**config.mk**
```make
export PLATFORM = sky130hd
export DESIGN_NAME = dma_descriptor_chain_builder
export DESIGN_NICKNAME = d
export VERILOG_FILES = /design/src/dmacb_pkg.sv /design/src/dmacb_front.sv /design/src/dmacb_back.sv /design/src/dma_descriptor_chain_builder.sv
export SDC_FILE = /design/constraint.sdc
export NUM_CORES = 2
export LEC_CHECK = 0
export BUFFER_PORTS_ARGS = -buffer_cell sky130_fd_sc_hd__buf_2
export CAP_MARGIN = 25
export CORE_MARGIN = 2
export CORE_UTILIZATION = 50
export CTS_CLUSTER_DIAMETER = 120
export DETAILED_ROUTE_END_ITERATION = 8
export PLACE_DENSITY = 0.66
export SLEW_MARGIN = 30
export SYNTH_ARGS = -nofsm -noshare
export SYNTH_HDL_FRONTEND = slang
export SYNTH_SLANG_ARGS = --single-unit
```
**constraint.sdc**
```tcl
create_clock -name clock -period 24.6 [get_ports clock]
set_input_delay 2.46 -clock clock [delete_from_list [all_inputs] [get_ports clock]]
set_output_delay 2.46 -clock clock [all_outputs]
set_load 0.01 [all_outputs]
```
**src/dmacb_pkg.sv**
```systemverilog
// Package for the DMA descriptor chain builder.
// Holds the command types, field widths and fixed constants shared by all modules.
// No dependencies.
package dmacb_pkg;

   localparam int REQ_TDATA_W = 72;
   localparam int RSP_TDATA_W = 128;
   localparam int CSR_WDATA_W = 20;

   localparam int PAGE_W   = 12;
   localparam int FRAME_W  = 20;
   localparam int LEN_W    = 17;
   localparam int OFFS_W   = 17;
   localparam int COUNT_W  = 13;
   localparam int PIDX_W   = 5;
   localparam int BURST_W  = 4;
   localparam int PIECE_W  = 6;
   localparam int DESC_SHIFT = 5;

   localparam int QUEUE_DEPTH = 2;

   localparam logic [LEN_W-1:0]   MAX_LEN     = 17'd65536;
   localparam logic [COUNT_W-1:0] PAGE_BYTES  = 13'd4096;
   localparam logic [11:0]        XFER_FLAGS  = 12'h330;
   localparam logic [BURST_W-1:0] BURST_RESET = 4'd4;
   localparam logic [FRAME_W-1:0] DFRAME_RESET = 20'd0;

   localparam logic CSR_BURST_LENGTH     = 1'b0;
   localparam logic CSR_DESCRIPTOR_FRAME = 1'b1;

   typedef enum logic [1:0] {
      MODE_LOAD_SRC = 2'd0,
      MODE_LOAD_DST = 2'd1,
      MODE_BUILD    = 2'd2
   } mode_type;

   typedef struct packed {
      mode_type              kind;
      logic [PIDX_W-1:0]     page_index;
      logic [FRAME_W-1:0]    frame_number;
      logic [PAGE_W-1:0]     src_page_offset;
      logic [PAGE_W-1:0]     dst_page_offset;
      logic [LEN_W-1:0]      length;
   } cmd_type;

endpackage

```
**src/dmacb_front.sv**
```systemverilog
// Front end of the DMA descriptor chain builder: accepts request transactions,
// classifies them, drops those without effect and queues the rest for the back end.
// Depends on dmacb_pkg.
module dmacb_front (
   input  logic                              clock,
   input  logic                              reset,
   input  logic                              req_tvalid,
   output logic                              req_tready,
   // req_tdata from bit 0: page_index, frame_number, src_page_offset,
   // dst_page_offset, length, zero fill
   input  logic [dmacb_pkg::REQ_TDATA_W-1:0] req_tdata,
   // req_tuser: mode
   input  logic [1:0]                        req_tuser,
   output logic                              cmd_valid,
   output dmacb_pkg::cmd_type                cmd,
   input  logic                              cmd_pop
);

   dmacb_pkg::cmd_type                     queue_ff [dmacb_pkg::QUEUE_DEPTH];
   logic                                   wr_ptr_ff, wr_ptr_in;
   logic                                   rd_ptr_ff, rd_ptr_in;
   logic [1:0]                             count_ff, count_in;
   dmacb_pkg::cmd_type                     cls;
   logic                                   keep;
   logic                                   push;
   logic [dmacb_pkg::LEN_W-1:0]            raw_len;

   assign raw_len = req_tdata[65:49];

   always_comb begin
      cls.kind            = dmacb_pkg::MODE_BUILD;
      cls.page_index      = req_tdata[4:0];
      cls.frame_number    = req_tdata[24:5];
      cls.src_page_offset = req_tdata[36:25];
      cls.dst_page_offset = req_tdata[48:37];
      cls.length          = (raw_len > dmacb_pkg::MAX_LEN) ? dmacb_pkg::MAX_LEN : raw_len;
      keep                = 1'b0;
      unique case (req_tuser)
         2'(dmacb_pkg::MODE_LOAD_SRC): begin
            cls.kind = dmacb_pkg::MODE_LOAD_SRC;
            keep     = 1'b1;
         end
         2'(dmacb_pkg::MODE_LOAD_DST): begin
            cls.kind = dmacb_pkg::MODE_LOAD_DST;
            keep     = 1'b1;
         end
         2'(dmacb_pkg::MODE_BUILD): begin
            cls.kind = dmacb_pkg::MODE_BUILD;
            keep     = (raw_len != '0);
         end
         default: begin
            keep = 1'b0;
         end
      endcase
   end

   assign req_tready = (count_ff != 2'(dmacb_pkg::QUEUE_DEPTH));
   assign push       = req_tvalid && req_tready && keep;
   assign cmd_valid  = (count_ff != '0);
   assign cmd        = queue_ff[rd_ptr_ff];

   always_comb begin
      wr_ptr_in = push ? ~wr_ptr_ff : wr_ptr_ff;
      rd_ptr_in = cmd_pop ? ~rd_ptr_ff : rd_ptr_ff;
      count_in  = count_ff + 2'(push) - 2'(cmd_pop);
   end

   always_ff @(posedge clock) begin
      if (push) begin
         queue_ff[wr_ptr_ff] <= cls;
      end
      if (reset) begin
         wr_ptr_ff <= 1'b0;
         rd_ptr_ff <= 1'b0;
         count_ff  <= '0;
      end else begin
         wr_ptr_ff <= wr_ptr_in;
         rd_ptr_ff <= rd_ptr_in;
         count_ff  <= count_in;
      end
   end

endmodule

```
**src/dmacb_back.sv**
```systemverilog
// Back end of the DMA descriptor chain builder: holds the page-frame tables,
// walks a copy page by page and drives the descriptor output register.
// Depends on dmacb_pkg.
module dmacb_back #(
   parameter int PAGE_ENTRIES = 32
) (
   input  logic                                clock,
   input  logic                                reset,
   input  logic                                cmd_valid,
   input  dmacb_pkg::cmd_type                  cmd,
   output logic                                cmd_pop,
   input  logic [dmacb_pkg::BURST_W-1:0]       burst_length,
   input  logic [dmacb_pkg::FRAME_W-1:0]       descriptor_frame,
   output logic                                rsp_tvalid,
   input  logic                                rsp_tready,
   output logic [dmacb_pkg::RSP_TDATA_W-1:0]   rsp_tdata,
   output logic                                rsp_tlast
);

   localparam int AW = $clog2(PAGE_ENTRIES);

   typedef enum logic {
      ST_IDLE,
      ST_EMIT
   } state_type;

   logic [dmacb_pkg::FRAME_W-1:0] src_mem [PAGE_ENTRIES];
   logic [dmacb_pkg::FRAME_W-1:0] dst_mem [PAGE_ENTRIES];
   logic [dmacb_pkg::FRAME_W-1:0] src_rd_ff;
   logic [dmacb_pkg::FRAME_W-1:0] dst_rd_ff;

   state_type                     state_ff, state_in;
   logic [dmacb_pkg::OFFS_W-1:0]  so_ff, so_in;
   logic [dmacb_pkg::OFFS_W-1:0]  do_ff, do_in;
   logic [dmacb_pkg::LEN_W-1:0]   rem_ff, rem_in;
   logic [dmacb_pkg::PIECE_W-1:0] n_ff, n_in;
   logic                          out_valid_ff, out_valid_in;
   logic [dmacb_pkg::RSP_TDATA_W-1:0] out_data_ff, out_data_in;
   logic                          out_last_ff, out_last_in;

   logic                          adv;
   logic                          start;
   logic                          wr_src, wr_dst;
   logic                          rd_en;
   logic [AW-1:0]                 wr_addr;
   logic [AW-1:0]                 src_raddr, dst_raddr;
   logic [dmacb_pkg::COUNT_W-1:0] s_room, d_room, room, piece;
   logic                          fin;
   logic [31:0]                   next_addr;
   logic [11:0]                   next_off;
   logic [15:0]                   info;

   always_comb begin
      s_room  = dmacb_pkg::PAGE_BYTES - {1'b0, so_ff[11:0]};
      d_room  = dmacb_pkg::PAGE_BYTES - {1'b0, do_ff[11:0]};
      room    = (d_room < s_room) ? d_room : s_room;
      fin     = (rem_ff <= {4'b0, room});
      piece   = fin ? rem_ff[dmacb_pkg::COUNT_W-1:0] : room;
      next_off = {(7'(n_ff) + 7'd1), dmacb_pkg::DESC_SHIFT'(0)};
      next_addr = fin ? 32'd0 : {descriptor_frame, next_off};
      info    = {burst_length, dmacb_pkg::XFER_FLAGS};
   end

   assign adv     = (state_ff == ST_EMIT) && (!out_valid_ff || rsp_tready);
   assign cmd_pop = (state_ff == ST_IDLE) && cmd_valid;
   assign start   = cmd_pop && (cmd.kind == dmacb_pkg::MODE_BUILD);
   assign wr_addr = AW'(cmd.page_index);
   assign wr_src  = cmd_pop && (cmd.kind == dmacb_pkg::MODE_LOAD_SRC)
                    && (32'(cmd.page_index) < PAGE_ENTRIES);
   assign wr_dst  = cmd_pop && (cmd.kind == dmacb_pkg::MODE_LOAD_DST)
                    && (32'(cmd.page_index) < PAGE_ENTRIES);
   assign rd_en   = start || adv;

   always_comb begin
      state_in     = state_ff;
      so_in        = so_ff;
      do_in        = do_ff;
      rem_in       = rem_ff;
      n_in         = n_ff;
      out_valid_in = out_valid_ff && !rsp_tready;
      out_data_in  = out_data_ff;
      out_last_in  = out_last_ff;
      unique case (state_ff)
         ST_IDLE: begin
            if (start) begin
               so_in    = {5'b0, cmd.src_page_offset};
               do_in    = {5'b0, cmd.dst_page_offset};
               rem_in   = cmd.length;
               n_in     = '0;
               state_in = ST_EMIT;
            end
         end
         ST_EMIT: begin
            if (adv) begin
               out_valid_in = 1'b1;
               out_data_in  = {3'b0, next_addr, piece,
                               {dst_rd_ff, do_ff[11:0]},
                               {src_rd_ff, so_ff[11:0]}, info};
               out_last_in  = fin;
               so_in        = so_ff + dmacb_pkg::OFFS_W'(piece);
               do_in        = do_ff + dmacb_pkg::OFFS_W'(piece);
               rem_in       = rem_ff - dmacb_pkg::LEN_W'(piece);
               n_in         = n_ff + dmacb_pkg::PIECE_W'(1);
               if (fin) begin
                  state_in = ST_IDLE;
               end
            end
         end
         default: begin
            state_in = ST_IDLE;
         end
      endcase
   end

   assign src_raddr = start ? '0 : AW'(so_in[16:12]);
   assign dst_raddr = start ? '0 : AW'(do_in[16:12]);

   always_ff @(posedge clock) begin
      if (wr_src) begin
         src_mem[wr_addr] <= cmd.frame_number;
      end
      if (rd_en) begin
         src_rd_ff <= src_mem[src_raddr];
      end
   end

   always_ff @(posedge clock) begin
      if (wr_dst) begin
         dst_mem[wr_addr] <= cmd.frame_number;
      end
      if (rd_en) begin
         dst_rd_ff <= dst_mem[dst_raddr];
      end
   end

   always_ff @(posedge clock) begin
      so_ff       <= so_in;
      do_ff       <= do_in;
      rem_ff      <= rem_in;
      n_ff        <= n_in;
      out_data_ff <= out_data_in;
      out_last_ff <= out_last_in;
      if (reset) begin
         state_ff     <= ST_IDLE;
         out_valid_ff <= 1'b0;
      end else begin
         state_ff     <= state_in;
         out_valid_ff <= out_valid_in;
      end
   end

   assign rsp_tvalid = out_valid_ff;
   assign rsp_tdata  = out_data_ff;
   assign rsp_tlast  = out_last_ff;

`ifndef SYNTHESIS
   a_pop_only_idle: assert property (@(posedge clock) disable iff (reset)
      cmd_pop |-> (state_ff == ST_IDLE) && cmd_valid)
      else $error("command popped while the engine was busy");

   a_emit_has_bytes: assert property (@(posedge clock) disable iff (reset)
      (state_ff == ST_EMIT) |-> (rem_ff != '0) && (n_ff < 6'd33))
      else $error("engine emitting with no bytes left or too many pieces");

   a_adv_loads_output: assert property (@(posedge clock) disable iff (reset)
      adv |=> rsp_tvalid)
      else $error("descriptor lost after advance");

   a_last_ends_chain: assert property (@(posedge clock) disable iff (reset)
      adv && fin |=> (state_ff == ST_IDLE) && rsp_tlast)
      else $error("final piece did not end the chain");
`endif

endmodule

```
**src/dma_descriptor_chain_builder.sv**
```systemverilog
// Top level of the DMA descriptor chain builder: configuration registers and
// the connection of the front end, with its command queue, and the back end.
// Depends on dmacb_pkg, dmacb_front and dmacb_back.
//
//   Channel  Direction  Handshake              Content
//   req_     in         req_tvalid/req_tready  load source, load destination or start
//   rsp_     out        rsp_tvalid/rsp_tready  one descriptor per page piece
//   csr_     in         csr_we                 burst_length, descriptor_frame
//
// A load transaction is written to its table as it is popped; a start reads the first
// frames, then emits one descriptor per page piece, up to 33 descriptors, at one
// descriptor per cycle from the back end's piece loop while the output is not stalled.
// A two-entry command queue lets the front end accept while the back end works.
// Reset sets control state and the registers to defaults; page-frame tables are kept.
// A stalled output holds the back end in place until the descriptor is taken.
module dma_descriptor_chain_builder #(
   parameter int PAGE_ENTRIES = 32
) (
   input  logic                                clock,
   input  logic                                reset,
   input  logic                                req_tvalid,
   output logic                                req_tready,
   // req_tdata from bit 0: page_index, frame_number, src_page_offset,
   // dst_page_offset, length, zero fill
   input  logic [dmacb_pkg::REQ_TDATA_W-1:0]   req_tdata,
   // req_tuser: mode
   input  logic [1:0]                          req_tuser,
   output logic                                rsp_tvalid,
   input  logic                                rsp_tready,
   // rsp_tdata from bit 0: transfer_info, source_address, dest_address,
   // byte_count, next_address, zero fill
   output logic [dmacb_pkg::RSP_TDATA_W-1:0]   rsp_tdata,
   output logic                                rsp_tlast,
   input  logic                                csr_we,
   input  logic                                csr_index,
   input  logic [dmacb_pkg::CSR_WDATA_W-1:0]   csr_wdata
);

   logic [dmacb_pkg::BURST_W-1:0] burst_ff, burst_in;
   logic [dmacb_pkg::FRAME_W-1:0] dframe_ff, dframe_in;
   logic                          cmd_valid;
   logic                          cmd_pop;
   dmacb_pkg::cmd_type            cmd;

   always_comb begin
      burst_in  = burst_ff;
      dframe_in = dframe_ff;
      if (csr_we) begin
         unique case (csr_index)
            dmacb_pkg::CSR_BURST_LENGTH:     burst_in  = csr_wdata[3:0];
            dmacb_pkg::CSR_DESCRIPTOR_FRAME: dframe_in = csr_wdata;
            default:                         burst_in  = burst_ff;
         endcase
      end
   end

   always_ff @(posedge clock) begin
      if (reset) begin
         burst_ff  <= dmacb_pkg::BURST_RESET;
         dframe_ff <= dmacb_pkg::DFRAME_RESET;
      end else begin
         burst_ff  <= burst_in;
         dframe_ff <= dframe_in;
      end
   end

   dmacb_front u_front (
      .clock      (clock),
      .reset      (reset),
      .req_tvalid (req_tvalid),
      .req_tready (req_tready),
      .req_tdata  (req_tdata),
      .req_tuser  (req_tuser),
      .cmd_valid  (cmd_valid),
      .cmd        (cmd),
      .cmd_pop    (cmd_pop)
   );

   dmacb_back #(
      .PAGE_ENTRIES (PAGE_ENTRIES)
   ) u_back (
      .clock            (clock),
      .reset            (reset),
      .cmd_valid        (cmd_valid),
      .cmd              (cmd),
      .cmd_pop          (cmd_pop),
      .burst_length     (burst_ff),
      .descriptor_frame (dframe_ff),
      .rsp_tvalid       (rsp_tvalid),
      .rsp_tready       (rsp_tready),
      .rsp_tdata        (rsp_tdata),
      .rsp_tlast        (rsp_tlast)
   );

endmodule
```
* After elaboration in Yosys (flattened, before gate mapping) *
Memory sizes are Yosys's and may differ from the RTL's. A register that Yosys moved wholly into a read port is not among the register bits.
Index checks and enable logic that the tools add are counted.

cells by class
  muxes and demuxes = 33
  shifts and indexed selects = 0
  add/subtract/negate cells = 9
  order comparisons = 3
  $mul = 0
  divide/modulo/power cells = 0
  reduce and logical (&&, ||, !) cells = 21
  bitwise gates (word level) = 4
  equal/unequal tests = 7

operator list
  cell                    number
  $mux 17                 7
  $pmux 17 s2             3
  $add 17x13->17          2
  $mux 13                 2
  $sub 13x12->13 const A  2
  $gt 17x17->1 const B    1
  $le 17x13->1            1
  $reduce_bool 17->1      1
  $sub 17x13->17          1
  $lt 13x13->1            1
  $mux 1                  13
  $mux 6                  2
  $pmux 6 s2              1
  $mux 5                  2
  $logic_and 1x1->1       8
  $reduce_and 2->1        4
  $add 6x1->7 const B     1
  $add 6x1->6 const B     1
  $eq 2x1->1 const B      2
  $eq 2x2->1 const B      2
  $logic_not 2->1         2
  $ne 2x2->1 const B      2
  $not 1->1               4
  $pmux 1 s2              2
  other kinds (8)         10

word-level totals
  memory bits (writable) = 1416
  bits in latches = 0
  memory bits (read-only) = 0
  memories kept = 3
  output and inout port bits = 131
  register bits = 201

memory list
  memory            words  bits a word  read ports  clocked after Yosys merged registers in  write ports  line               RTL
  u_back.dst_mem    32     20           1           1                                        1            dmacb_back.sv:28   logic [dmacb_pkg::FRAME_W-1:0] dst_mem [PAGE_ENTRIES];
  u_back.src_mem    32     20           1           1                                        1            dmacb_back.sv:27   logic [dmacb_pkg::FRAME_W-1:0] src_mem [PAGE_ENTRIES];
  u_front.queue_ff  2      68           1           1                                        1            dmacb_front.sv:19  dmacb_pkg::cmd_type queue_ff [dmacb_pkg::QUEUE_DEPTH];

* Longest topological paths before layout *
  depth after elaboration = 9
  depth in mapped cells = 42

* Hierarchy *
From an unflattened synthesis, not the netlist that was laid out.

second synthesis, totals
  cells, all modules = 4363
  area, all modules = 68762.2 um^2

modules (own cells, without submodules)
  module                        sequential area each (um^2)  times used  cells each  area an instance (um^2)
  dmacb_back                    44562.7                      1           3987        62306.0
  dmacb_front                   4184.0                       1           268         5306.3
  dma_descriptor_chain_builder  480.5                        1           108         1149.9

* Worst setup path after synthesis *
OpenSTA, ideal clock, no wires.

  path type = register to register
  from = register u_back.so_ff[4] (netlist bit)
  to = register u_back.src_rd_ff[10] (netlist bit), read port of u_back.src_mem, data pin
  data required time = 24.328 ns
  stages on the path, launching flop included = 40
  clock period less this slack = 8.568 ns
  setup slack = 16.032 ns
  path buffers = 3
  arrival time = 8.296 ns
  cell sequence = edfxtp_1 > or4_4 > nor4_4 > nand2b_1 > nor2_1 > xnor2_1 > inv_1 > ha_1 > a211o_1 > o22a_1 > a21oi_1 > a21oi_1 > maj3_2 > a21oi_2 > buf_6 > mux2i_1 > inv_1 > ha_1 > [... 4 more ...] > a31oi_1 > o31ai_1 > clkbuf_1 > mux2_2 > ha_1 > fa_1 > a211oi_1 > nor2_1 > o2111ai_2 > nor4b_1 > a211oi_2 > inv_2 > clkbuf_1 > mux2i_1 > o22ai_1 > a221o_1 > a31oi_1 > o211ai_1

on the way
  longest elaborated chain between the ends = 9

ends and longest elaborated chain
  element                    line               RTL
  from (decl)                dmacb_back.sv:33   logic [dmacb_pkg::OFFS_W-1:0] so_ff, so_in;
  from (signal assigned)     dmacb_back.sv:137  so_ff <= so_in;
  $sub 13x12->13 *           dmacb_back.sv:54   s_room = dmacb_pkg::PAGE_BYTES - {1'b0, so_ff[11:0]};
  $lt 13x13->1               dmacb_back.sv:56   room = (d_room < s_room) ? d_room : s_room;
  $mux 13 *                  dmacb_back.sv:56
  $le 17x13->1               dmacb_back.sv:57   fin = (rem_ff <= {4'b0, room});
  $mux 13 *                  dmacb_back.sv:58   piece = fin ? rem_ff[dmacb_pkg::COUNT_W-1:0] : room;
  net u_back.piece, one bit  dmacb_back.sv:47   logic [dmacb_pkg::COUNT_W-1:0] s_room, d_room, room, piece;
  $add 17x13->17 *           dmacb_back.sv:100  so_in = so_ff + dmacb_pkg::OFFS_W'(piece);
  $mux 17 *                  dmacb_back.sv:94   if (adv) begin
  $pmux 17 s2 *              dmacb_back.sv:83   unique case (state_ff)
  $mux 5 *                   dmacb_back.sv:115  assign src_raddr = start ? '0 : AW'(so_in[16:12]);
  to (decl)                  dmacb_back.sv:29   logic [dmacb_pkg::FRAME_W-1:0] src_rd_ff;

The timed path passes the listed nets; every way through them passes the cells marked *. The select of a mux whose other input is x is not followed.
A chain may end at the register's enable or synchronous reset.

* Final worst setup path *
  from = register u_back.so_ff[4] (netlist bit)
  to = register u_back.src_rd_ff[13] (netlist bit), read port of u_back.src_mem, data pin

The elaborated chain is that of the path after synthesis.

==> impl_metrics.ini <==
[global_routing]
antenna_found_initial = 15
first_global_vias = 37209
gr-usage-all-layers = 0.235
grt_overflow = 0
grt_first_pass_wirelength_um = 238000
grt_start_max_net_pins = 139

[clocking]
clock_latency_ps = 790
clkSlewWorstSetupHoldPaths_ps = 70
hold_buffers = 0
cts_tree = yes
htreeDepth = 4
root_buffer = clkbuf_16
clockBufferDepth = 3
clock-sinks = 1653
cts_inserted_buffers = 161
post_cts_buffers = 0
postCtsResizedCells = 0

[outcome]
status = completed

[drt]
drtPass1Iterations = 5
final_antenna_net_count = 0
num_vias = 39159
viasPerCell = 5.87
wire_per_inst_um = 24.4
drc = 0
totalWireLength_um = 163000
drtIter0Drc = 4541

[timing]
finalCritPeriodShare = 0.483
finClkSkew_ps = 23.7
setup_tns_ps = 0
worst_pin_slew_ps = 949
hold_viol = 0
fin_crit_ps = 11890
slew_headroom = 0.367
setup_viol = 0
fmax_ghz = 0.0841
drv_slew = 0
rsz0062_at_grt = false

[hold_path]
whs_path_depth = 0
hp-class = flip-flop to flip-flop
hold_path_end = u_back.rsp_tdata[73]
hold_start = u_back.dst_rd_ff[13]

[floorplan]
die_y_um = 369
core_area_um2 = 133000
initial_utilization = 0.502
placementRows = 134
die_w_um = 369
io_pins = 231
dieArea_um2 = 136000

[logic_synthesis]
synth_seq_cells = 1653
synth_cell_types = 82
synth_commonest_cells = edfxtp_1 (1,612), nand2_1 (824), mux2i_1 (371), nand3_1 (259), nor2_1 (128)
synth_area_um2 = 66800
netlist_instances = 4528
ys_seq_area_frac = 0.737
synth.top_cells.by_area = edfxtp_1 (72%), mux2i_1 (5.6%), nand2_1 (4.6%)
ys.flop_type = edfxtp_1
yosysMostFrequentCell = edfxtp_1
ys_warn_count = 0
netlist.area_leader.share = 0.725
synth_edf_count = 1612
ys_async_sr_fraction = 0
postSynthAreaPerCell_um2 = 14.7
synth_top_area_cell = edfxtp_1

[worst_setup_path]
reg2reg_depth = 39
path_class = flip-flop to flip-flop
r2r_end = u_back.src_rd_ff[13]
critPathLaunchType = flip-flop
required_ps = 25150
cp_max_fo = 74
critPathArrivalTime_ps = 12440
critPathSlowestCell = buf_4
rrSetupSlack_ps = 12710
critical_path.max_stage_delay_ps = 760
rr_startpoint = u_back.so_ff[4]
critPathMostFrequentCell = buf_4
endpoint_kind = flip-flop

[power_and_ir_drop]
p_switching_w = 0.00286
leakagePower_nw = 27.3
clockPowerShare = 0.273
seqPwrFrac = 0.420
ir_drop_uv = 81.4
intPower_w = 0.00565
p_comb_frac = 0.307
switching_share = 0.336
pwr_density_cell_nw_per_um2 = 113

[placement]
placed_cells = 6374
gp_congestion = 0.853
place_hpwl_um = 94900
place_area_um2 = 70100
port_buffers = 204

[cells_and_area]
stdcell_count = 6669
final_nets = 4941
area_growth_pct = 12.4
fin_util = 0.565
fin_area_um2 = 75100
num-fill-cells = 10244
drive_gt1_frac = 0.141

[job]
cap_violations = 0
-- state kept, by name, summed over array words and instances (netlist names), 6 cells and up, named ones only --
signal and count:
u_front.queue_ff 136, u_back.so_ff 17, u_back.src_mem 640, u_back.dst_mem 640, u_back.do_ff 17, u_back.rsp_tdata 108
u_back.n_ff 6, dframe_ff 20, u_back.src_rd_ff 20, u_back.rem_ff 17, u_back.dst_rd_ff 20
-- power by group through the flow --
stage	registers, W	clock network (W)	logic (W)
2_1_floorplan	0.00360	0	0.00180
3_3_place_gp	0.00363	0	0.00255
3_5_place_dp	0.00363	0	0.00260
4_1_cts	0.00358	0.00236	0.00261
5_1_grt	0.00359	0.00246	0.00285
6_report	0.00357	0.00232	0.00261
-- metal layers --
| layer | GRT usage | vias up | wire (µm) |
|---|---|---|---|
| met5 | 0 | - | 13 |
| met4 | 0.0727 | 2 | 4320 |
| met3 | 0.0454 | 237 | 14500 |
| met2 | 0.371 | 1706 | 76200 |
| met1 | 0.332 | 19606 | 68000 |
| li1 | - | 17608 | - |
-- worst max-delay path, delay by kind of cell, from the launching register on --
family / cells / cell delay, ps
multiplexers: 3 / 1250
AO/OA/AOI/OAI: 15 / 3480
flip-flops: 1 / 490
buffers and inverters: 7 / 2990
AND/OR/NAND/NOR: 9 / 1830
XOR/XNOR: 1 / 150
adder cells (fa/ha/maj): 4 / 1310
-- layout make-up --
class                   instances  area (µm²)  share of cell area
flip-flops and latches       1653       49200               0.656
multi-input cells            2574       16500               0.220
clock buffers                 220        4410              0.0587
well taps                    1768        2210              0.0295
repair buffers                320        1930              0.0257
clock inverters                69         495             0.00660
inverters                      59         241             0.00322
diodes                          6        15.0            0.000200
-- stage by stage --
step           hold slack (ps)  power (W)  worst slack, ps
4_1_cts                    419    0.00854            12690
2_1_floorplan              400    0.00540            16030
6_report                   416    0.00851            12710
3_3_place_gp               401    0.00618            12830
5_1_grt                    425    0.00890            11830
3_5_place_dp               405    0.00623            12750
-- cells in the final DEF (no fill, tap or decap), types with 16 or more instances in the layout --
master / count
a211oi_1: 60
a21o_1: 25
a21oi_1: 111
a311oi_1: 18
a31oi_1: 55
a32oi_1: 88
and2_1: 29
and3_1: 50
buf_2: 204
buf_4: 113
clkbuf_1: 51
clkbuf_16: 168
clkinv_1: 35
clkinv_2: 20
conb_1: 20
dfxtp_1: 40
edfxtp_1: 1612
ha_1: 69
inv_1: 52
mux2_2: 50
mux2i_1: 369
nand2_1: 822
nand3_1: 259
nand4_1: 23
nor2_1: 63
nor2_2: 55
nor2b_1: 38
nor3_1: 16
o211ai_1: 19
o21ai_0: 30
o22ai_1: 56
xnor2_1: 30
xor2_1: 29
-- how the worst max path moves through the flow --
stage	start	cells past startpoint	end	slack, ps
finish	u_back.so_ff[4]	39	u_back.src_rd_ff[13]	12710
global route	u_back.so_ff[4]	38	u_back.src_rd_ff[11]	11830
CTS	u_back.so_ff[4]	38	u_back.src_rd_ff[11]	12690
detailed placement	u_back.so_ff[4]	38	u_back.src_rd_ff[11]	12750
global placement	u_back.so_ff[4]	38	u_back.src_rd_ff[11]	12830
floorplan	u_back.so_ff[4]	39	u_back.src_rd_ff[10]	16030
-- logic make-up (layout without fill, tap and decap cells) --
| group | after synthesis | after routing | share of synthesized area |
|---|---|---|---|
| AO/OA/AOI/OAI | 559 | 559 | 0.0594 |
| multiplexers | 424 | 424 | 0.0649 |
| flip-flops | 1653 | 1653 | 0.737 |
| adder cells (fa/ha/maj) | 73 | 73 | 0.0140 |
| other | 2 | 26 | 0.000112 |
| XOR/XNOR | 59 | 59 | 0.00774 |
| AND/OR/NAND/NOR | 1439 | 1439 | 0.0954 |
| buffers and inverters | 319 | 668 | 0.0212 |
No activity file was read; power rests on OpenSTA's default activity.
